### src/rtl/gsds_pkg.sv
// Shared types and constants of the grid scalar diffusion stencil unit.
`timescale 1ns / 1ps

package gsds_pkg;

    // Fixed field widths.
    localparam int VALUE_BITS  = 16;
    localparam int ENTRY_BITS  = VALUE_BITS + 1;
    localparam int WEIGHT_BITS = 17;
    localparam int FRAC_BITS   = 16;
    localparam int ROW_BITS    = 12;
    localparam int ROWS_BITS   = 13;
    localparam int COLS_BITS   = 9;
    localparam int ROW_LIMIT   = 4096;
    localparam int ROUND_HALF  = 1 << (FRAC_BITS - 1);

    // Configuration port.
    localparam int CFG_INDEX_BITS = 2;
    localparam int CFG_DATA_BITS  = 17;

    localparam logic [CFG_INDEX_BITS-1:0] REG_GRID_COLUMNS  = 2'd0;
    localparam logic [CFG_INDEX_BITS-1:0] REG_GRID_ROWS     = 2'd1;
    localparam logic [CFG_INDEX_BITS-1:0] REG_KEEP_WEIGHT   = 2'd2;
    localparam logic [CFG_INDEX_BITS-1:0] REG_SPREAD_WEIGHT = 2'd3;

    // Input action codes.
    localparam logic ACT_CELL  = 1'b0;
    localparam logic ACT_FLUSH = 1'b1;

    // One input item.
    typedef struct packed {
        logic                  action;
        logic [VALUE_BITS-1:0] cell_value;
        logic                  is_liquid;
    } cell_in_t;

    // One result item.
    typedef struct packed {
        logic [VALUE_BITS-1:0] new_value;
        logic                  last_cell;
    } result_t;

    // Neighborhood of one result cell, handed from the line stores to the filter.
    typedef struct packed {
        logic                  center_liquid;
        logic [VALUE_BITS-1:0] center;
        logic [VALUE_BITS-1:0] right;
        logic [VALUE_BITS-1:0] up;
        logic [VALUE_BITS-1:0] down;
        logic                  col_zero;
        logic                  last;
    } tap_set_t;

endpackage

### src/rtl/gsds_filter.sv
// Averaging, weighting, rounding and output register of the stencil.
`timescale 1ns / 1ps

module gsds_filter (
    input  logic                               aclk,
    input  logic                               aresetn,
    input  logic                               tap_valid,
    output logic                               tap_ready,
    input  gsds_pkg::tap_set_t                 taps,
    input  logic [gsds_pkg::WEIGHT_BITS-1:0]   keep_weight,
    input  logic [gsds_pkg::WEIGHT_BITS-1:0]   spread_weight,
    output logic                               m_valid,
    input  logic                               m_ready,
    output gsds_pkg::result_t                  m_data
);

    localparam int VB        = gsds_pkg::VALUE_BITS;
    localparam int SUM_BITS  = VB + 2;
    localparam int PROD_BITS = gsds_pkg::WEIGHT_BITS + VB;
    localparam int ACC_BITS  = PROD_BITS + 1;
    localparam int SCL_BITS  = ACC_BITS - gsds_pkg::FRAC_BITS;

    // Stage enables: a stage moves when it is empty or its successor moves.
    logic out_en;
    logic s3_en;
    logic s2_en;

    logic            s2_valid_reg;
    logic [VB-1:0]   s2_value_reg;
    logic            s2_liquid_reg;
    logic [VB-1:0]   s2_avg_reg;
    logic            s2_last_reg;
    logic [VB-1:0]   prev_center_reg;

    logic                 s3_valid_reg;
    logic [PROD_BITS-1:0] s3_keep_prod_reg;
    logic [PROD_BITS-1:0] s3_spread_prod_reg;
    logic [VB-1:0]        s3_value_reg;
    logic                 s3_liquid_reg;
    logic                 s3_last_reg;

    logic              out_valid_reg;
    gsds_pkg::result_t out_data_reg;
    gsds_pkg::result_t out_data_next;

    logic [VB-1:0]       left_value;
    logic [SUM_BITS-1:0] nb_sum;
    logic [ACC_BITS-1:0] acc_sum;
    logic [SCL_BITS-1:0] scaled;

    assign out_en    = !out_valid_reg || m_ready;
    assign s3_en     = !s3_valid_reg || out_en;
    assign s2_en     = !s2_valid_reg || s3_en;
    assign tap_ready = s2_en;

    // The left neighbor is the previous result's center, or the center itself at column zero.
    assign left_value = taps.col_zero ? taps.center : prev_center_reg;
    assign nb_sum     = SUM_BITS'(left_value) + SUM_BITS'(taps.right)
                      + SUM_BITS'(taps.up) + SUM_BITS'(taps.down);

    // Stage 2: neighbor average.
    always_ff @(posedge aclk) begin
        if (!aresetn) begin
            s2_valid_reg <= 1'b0;
        end else if (s2_en) begin
            s2_valid_reg <= tap_valid;
        end
    end

    always_ff @(posedge aclk) begin
        if (s2_en && tap_valid) begin
            s2_value_reg    <= taps.center;
            s2_liquid_reg   <= taps.center_liquid;
            s2_avg_reg      <= nb_sum[SUM_BITS-1:2];
            s2_last_reg     <= taps.last;
            prev_center_reg <= taps.center;
        end
    end

    // Stage 3: the two weight products.
    always_ff @(posedge aclk) begin
        if (!aresetn) begin
            s3_valid_reg <= 1'b0;
        end else if (s3_en) begin
            s3_valid_reg <= s2_valid_reg;
        end
    end

    always_ff @(posedge aclk) begin
        if (s3_en && s2_valid_reg) begin
            s3_keep_prod_reg   <= PROD_BITS'(keep_weight) * PROD_BITS'(s2_value_reg);
            s3_spread_prod_reg <= PROD_BITS'(spread_weight) * PROD_BITS'(s2_avg_reg);
            s3_value_reg       <= s2_value_reg;
            s3_liquid_reg      <= s2_liquid_reg;
            s3_last_reg        <= s2_last_reg;
        end
    end

    // Output stage: round, scale back, saturate; dry cells pass unchanged.
    assign acc_sum = ACC_BITS'(s3_keep_prod_reg) + ACC_BITS'(s3_spread_prod_reg)
                   + ACC_BITS'(gsds_pkg::ROUND_HALF);
    assign scaled  = acc_sum[ACC_BITS-1:gsds_pkg::FRAC_BITS];

    always_comb begin
        out_data_next.last_cell = s3_last_reg;
        if (!s3_liquid_reg) begin
            out_data_next.new_value = s3_value_reg;
        end else if (|scaled[SCL_BITS-1:VB]) begin
            out_data_next.new_value = '1;
        end else begin
            out_data_next.new_value = scaled[VB-1:0];
        end
    end

    always_ff @(posedge aclk) begin
        if (!aresetn) begin
            out_valid_reg <= 1'b0;
        end else if (out_en) begin
            out_valid_reg <= s3_valid_reg;
        end
    end

    always_ff @(posedge aclk) begin
        if (out_en && s3_valid_reg) begin
            out_data_reg <= out_data_next;
        end
    end

    assign m_valid = out_valid_reg;
    assign m_data  = out_data_reg;

endmodule

### config.mk
export PLATFORM = sky130hd
export DESIGN_NAME = gsds_filter
export DESIGN_NICKNAME = d
export VERILOG_FILES = /design/src/rtl/gsds_pkg.sv /design/src/rtl/gsds_filter.sv
export SDC_FILE = /design/constraint.sdc
export NUM_CORES = 2
export LEC_CHECK = 0
export BUFFER_PORTS_ARGS = -buffer_cell sky130_fd_sc_hd__buf_4
export CAP_MARGIN = 20
export CORE_MARGIN = 4
export CORE_UTILIZATION = 65
export DETAILED_ROUTE_END_ITERATION = 8
export PLACE_DENSITY_LB_ADDON = 0.25
export SYNTH_ARGS = -nofsm -noshare
export SYNTH_HDL_FRONTEND = slang
export SYNTH_SLANG_ARGS = --single-unit
### constraint.sdc
create_clock -name aclk -period 19.7 [get_ports aclk]
set_input_delay 2.955 -clock aclk [delete_from_list [all_inputs] [get_ports aclk]]
set_output_delay 2.955 -clock aclk [all_outputs]
set_load 0.03 [all_outputs]
-- Yosys cells after proc, flatten, opt, wreduce, memory -nomap -nowiden
Cells that the tools add are included.
- logic and storage cells: 34
- register bits: 138
- multiplexer cells: 3
- reductions and logical operators: 10
- $add $sub $neg: 5
- multiply operators: 2
- operators by type and width (cell ; number):
    multiplier 17 x 16 -> 33 bit ; 2
    2-to-1 mux 16 bit ; 3
    adder 33 x 33 -> 34 bit ; 1
    adder 34 x 16 -> 34 bit, second input constant ; 1
    adder 17 x 16 -> 18 bit ; 1
    adder 18 x 16 -> 18 bit ; 1
    adder 16 x 16 -> 17 bit ; 1
    logical AND 1 bit ; 3
    zero test 1 bit ; 3
    logical OR 1 bit ; 3
    OR reduction 2 bit ; 1

-- Longest topological paths before layout
- word-level depth: 5
- depth in mapped cells: 25

-- Least setup slack after synthesis
OpenSTA, ideal clock, no wires.
- path type: input -> register
- from: input port m_ready
- to: register s3_keep_prod_reg[0] (enable)
- setup time: 655 ps
- data arrival time: 9145 ps
- cell stages on the path: 2
- path slack: 9901 ps
- cells stage by stage: nor2b_1 -> a21boi_0
- longest elaborated chain between the ends: 3
- ends and longest elaborated chain (item ; RTL line ; RTL):
    start: declaration ; gsds_filter.sv:13 ; input logic m_ready,
    logical OR 1 bit ; gsds_filter.sv:51 ; assign out_en = !out_valid_reg || m_ready;
    logical OR 1 bit ; gsds_filter.sv:52 ; assign s3_en = !s3_valid_reg || out_en;
    logical AND 1 bit ; gsds_filter.sv:90 ; if (s3_en && s2_valid_reg) begin
    end signal: assignment ; gsds_filter.sv:91 ; s3_keep_prod_reg <= PROD_BITS'(keep_weight) * PROD_BITS'(s2_value_reg);
    end: declaration ; gsds_filter.sv:36 ; logic [PROD_BITS-1:0] s3_keep_prod_reg;
Every way passes these cells.
A chain may end at the register's enable or synchronous reset.

-- Final worst setup path
- from: input port keep_weight[14] (netlist bit)
- to: register s3_keep_prod_reg[32] (data pin)
- longest elaborated chain between the ends: 1
- ends and longest elaborated chain (item ; RTL line ; RTL):
    start: declaration ; gsds_filter.sv:10 ; input logic [gsds_pkg::WEIGHT_BITS-1:0] keep_weight,
    multiplier 17 x 16 -> 33 bit ; gsds_filter.sv:91 ;
Every way passes these cells.

==> run summary <==
SYNTHESIS
-----------------------------------------------------------------------------------------
Net count after synthesis                                                            3387
Mapped Avg Cell Area                                                             9.87 µm²
Yosys warns                                                                             0
Proportion of register bits with asynchronous set or reset after synthesis              0
Distinct cells, synth                                                                  65
Number of enable-type register cells in the synthesized netlist                       135
Gate count of the mapped netlist                                                     2546
Predominant post-synthesis flop cell                                         sky130_fd_sc_hd__edfxtp_1
Sequential cell area fraction in the yosys report                                   0.164
Cell Area, Synth                                                                25100 µm²
#FFs+latches synth                                                                    138

HOLD PATH
-----------------------------------------------------------------------------------------
Cell depth of the worst min-delay path                                                  0
Worst hold start                                                             s3_last_reg$_DFFE_PP_
Hold Crit Endpoint                                                           m_data[0]$_DFFE_PP_
Classification of the worst-slack hold path                                  register to register

FINISH
-----------------------------------------------------------------------------------------
Area growth from synthesis to layout                                                7.64%
Final Net Count                                                                      3448
Most frequent cells in the layout                                            sky130_fd_sc_hd__inv_1 (488), sky130_fd_sc_hd__fa_1 (448), sky130_fd_sc_hd__nand2_1 (337)
Post-layout utilization of the core                                                 0.713
Fillcell total                                                                       2796
Fraction of final layout cells sized beyond drive strength 1                       0.0676
Most common cell after layout, fill and taps aside                           sky130_fd_sc_hd__inv_1
Antenna Cells                                                                           0

TIMING
-----------------------------------------------------------------------------------------
Final worst-path cycle share                                                        0.451
Number of setup violations in the final report                                          0
Final hold violations                                                                   0
Setup TNS Final                                                                      0 ns
Transition time at the pin with the least slew margin                             1.11 ns
Post-route clock skew                                                           0.0128 ns
Count of pins over their slew limit                                                     0
Smallest hold slack                                                              0.430 ns
Slew headroom                                                                       0.258
Upper clock frequency limit                                                     0.113 GHz
Min Tclk post-route                                                               8.88 ns
RSZ-0062 raised after global routing                                                   no

ROUTING
-----------------------------------------------------------------------------------------
Via count of the routed design                                                      18300
Total Routed Length                                                               58.1 mm
1st-pass router iterations                                                              6
Number of violations reported at the end of detailed-routing iteration 0             1192
DRC                                                                                     0
Routed Antenna Nets                                                                     0
Average wire length per cell after detail routing                                 18.6 µm
Via density                                                                          5.85

GLOBAL ROUTE
-----------------------------------------------------------------------------------------
Tot GR Track Use                                                                    0.295
Global-route congestion overflow total                                                  0
Vias in the first global route                                                      20600
Global-route wire length before repair                                            99.1 mm
Antenna violations before repair                                                        0
Pin count of the biggest net entering global routing                                   85

SETUP PATH
-----------------------------------------------------------------------------------------
Data required time of the worst path                                             19.87 ns
Cell-by-cell listing of the critical path                                    buf_4 > and2_1 > fa_1 > inv_1 > fa_1 > fa_1 > inv_1 > fa_1 > fa_1 > inv_1 > fa_1 > inv_1 > ha_1 > and4_1 > and2_1 > a221o_1 > nor3_1 > a21oi_1 > a2111oi_0 > o21bai_1 > a21oi_1 > xnor2_1
Critical R2R Capture                                                         s3_keep_prod_reg[32]$_DFFE_PP_
Data arrival time of the worst path                                               9.05 ns
Bufs and invs on worst path                                                             5
Delay of the slowest cell on the worst path                                       0.58 ns
Crit Path Max Fanout                                                                   16
WP depth                                                                               22
Worst R2R Path Depth                                                                   20
Standard cell with the maximum stage delay on the critical path              sky130_fd_sc_hd__a2111oi_0
Start of the worst register-to-register path                                 prev_center_reg[7]$_DFFE_PP_
Largest delay share family, worst path                                        adder cells
Endpoint kind of the worst setup timing path                                     register
Critical Path Start Type                                                       input port
Setup slack of the most critical reg-to-reg path                                 12.46 ns
Dominant cell type by count on the critical path                             sky130_fd_sc_hd__fa_1
Worst setup path class                                                       input port to register

CLOCK TREE
-----------------------------------------------------------------------------------------
Post_cts resized                                                                        0
Reg clk slew, reported paths                                                      0.06 ns
H-tree levels                                                                           4
Max clock buf depth                                                                     2
Sinks on Clock Net                                                                    138
Clock tree from TritonCTS                                                           built
Later-pin clock latency in the skew report                                        0.43 ns
Num CTS Buffers                                                                        17
Number of setup buffers added after CTS                                                 0
Number of hold-repair buffers added at the cts stage                                    0
Clock root buffer                                                            sky130_fd_sc_hd__clkbuf_16

FLOORPLAN
-----------------------------------------------------------------------------------------
Vertical extent of the die                                                         205 µm
Initial core utilization                                                            0.662
Site row count                                                                         71
Number of top-level design ports                                                      124
Area of the core                                                                37900 µm²
Die Span X                                                                         205 µm
Die Outline Area                                                                41900 µm²

FLOW RUN
-----------------------------------------------------------------------------------------
Number of max-cap violations                                                            0

PLACED DESIGN
-----------------------------------------------------------------------------------------
Half-perimeter wire length after detailed placement                               46.3 mm
Number of buffers added on ports                                                      123
Global placement routability congestion                                             0.891

RUN STATUS
-----------------------------------------------------------------------------------------
Outcome                                                                      finished clean

how the worst max path moves through the flow:
stage | from | end | slack (ns)
6_report | keep_weight[14] | s3_keep_prod_reg[32]$_DFFE_PP_ | 10.82
5_1_grt | keep_weight[14] | s3_keep_prod_reg[32]$_DFFE_PP_ | 10.56
4_1_cts | keep_weight[14] | s3_keep_prod_reg[32]$_DFFE_PP_ | 10.88
3_5_place_dp | keep_weight[14] | s3_keep_prod_reg[32]$_DFFE_PP_ | 10.52
3_3_place_gp | keep_weight[14] | s3_keep_prod_reg[32]$_DFFE_PP_ | 10.77
2_1_floorplan | m_ready | s3_keep_prod_reg[0]$_DFFE_PP_ | 9.90
worst register-to-register path: cells and delay by family (launching register included):
family                     cells  cell delay [ns]
AOI/OAI and AO/OA              5             1.52
adders and majority gates      7             3.43
DFF                            1             1.06
and+or+nand+nor                4             0.76
xor gates and xnor gates       1             0.08
buffers and inverters          3             0.15
per-stage QoR:
stage / setup WS, ns / area [µm²] / std cells
global placement: 10.77 / 26400 / 3099
CTS: 10.88 / 27000 / 3131
floorplan: 9.90 / 25100 / 2546
detailed placement: 10.52 / 26400 / 3099
finish: 10.82 / 27000 / 3131
global route: 10.56 / 27000 / 3131
logic make-up after synthesis:
kind of cell,Yosys count,share of synthesized area
muxes,17,0.00747
xor gates and xnor gates,77,0.0268
AOI/OAI and AO/OA,258,0.0689
and+or+nand+nor,749,0.147
buffers and inverters,571,0.0854
adders and majority gates,736,0.500
DFF,138,0.164
area by class of cell:
type / count / area (µm²) / share of cell area
multi-input cells: 1837 / 18900 / 0.699
clock buffers: 18 / 429 / 0.0159
repair buffers: 125 / 938 / 0.0347
flip-flops and latches: 138 / 4110 / 0.152
clock inverters: 14 / 195 / 0.00722
inverters: 488 / 1830 / 0.0677
well taps: 511 / 639 / 0.0236
layer usage:
| layer | GRT usage | wire [µm] |
|---|---|---|
| met5 | 0 | 0 |
| met4 | 0.0986 | 1980 |
| met3 | 0.0470 | 4370 |
| met2 | 0.513 | 29500 |
| met1 | 0.381 | 22300 |
synth_stat cells (3+ instances only):
| library cell | instances | area (µm²) |
|---|---|---|
| sky130_fd_sc_hd__inv_1 | 488 | 1830 |
| sky130_fd_sc_hd__fa_1 | 448 | 8970 |
| sky130_fd_sc_hd__nand2_1 | 337 | 1260 |
| sky130_fd_sc_hd__ha_1 | 288 | 3600 |
| sky130_fd_sc_hd__and2_1 | 255 | 1600 |
| sky130_fd_sc_hd__edfxtp_1 | 135 | 4050 |
| sky130_fd_sc_hd__clkbuf_1 | 80 | 300 |
| sky130_fd_sc_hd__a21oi_1 | 73 | 365 |
| sky130_fd_sc_hd__xnor2_1 | 60 | 526 |
| sky130_fd_sc_hd__nor2_1 | 50 | 188 |
| sky130_fd_sc_hd__a21o_1 | 40 | 300 |
| sky130_fd_sc_hd__o21ai_0 | 27 | 135 |
| sky130_fd_sc_hd__nor2b_1 | 22 | 138 |
| sky130_fd_sc_hd__nand3_1 | 20 | 100 |
| sky130_fd_sc_hd__xor2_1 | 17 | 149 |
| sky130_fd_sc_hd__nor3_1 | 16 | 80.1 |
| sky130_fd_sc_hd__o21bai_1 | 14 | 105 |
| sky130_fd_sc_hd__mux2_2 | 13 | 146 |
| sky130_fd_sc_hd__o21a_1 | 13 | 97.6 |
| sky130_fd_sc_hd__and3_1 | 11 | 68.8 |
| sky130_fd_sc_hd__a211o_1 | 10 | 87.6 |
| sky130_fd_sc_hd__a211oi_1 | 10 | 75.1 |
| sky130_fd_sc_hd__nand4_1 | 10 | 62.6 |
| sky130_fd_sc_hd__o21ai_1 | 10 | 50.1 |
| sky130_fd_sc_hd__a31oi_1 | 9 | 56.3 |
| sky130_fd_sc_hd__nand2b_1 | 8 | 50.1 |
| sky130_fd_sc_hd__o211ai_1 | 6 | 45.0 |
| sky130_fd_sc_hd__o22a_1 | 6 | 52.6 |
| sky130_fd_sc_hd__a21boi_0 | 5 | 37.5 |
| sky130_fd_sc_hd__a2111oi_0 | 4 | 35.0 |
| sky130_fd_sc_hd__o2111ai_1 | 4 | 35.0 |
| sky130_fd_sc_hd__or2_1 | 4 | 25.0 |
| sky130_fd_sc_hd__a41o_1 | 3 | 30.0 |
| sky130_fd_sc_hd__a41oi_1 | 3 | 26.3 |
| sky130_fd_sc_hd__and4_1 | 3 | 26.3 |
| sky130_fd_sc_hd__dfxtp_1 | 3 | 60.1 |
| sky130_fd_sc_hd__mux2i_1 | 3 | 30.0 |
Power is left out: the tool's default activity adds up to more than one toggle a clock period on the data nets, which glitch-free logic cannot reach.
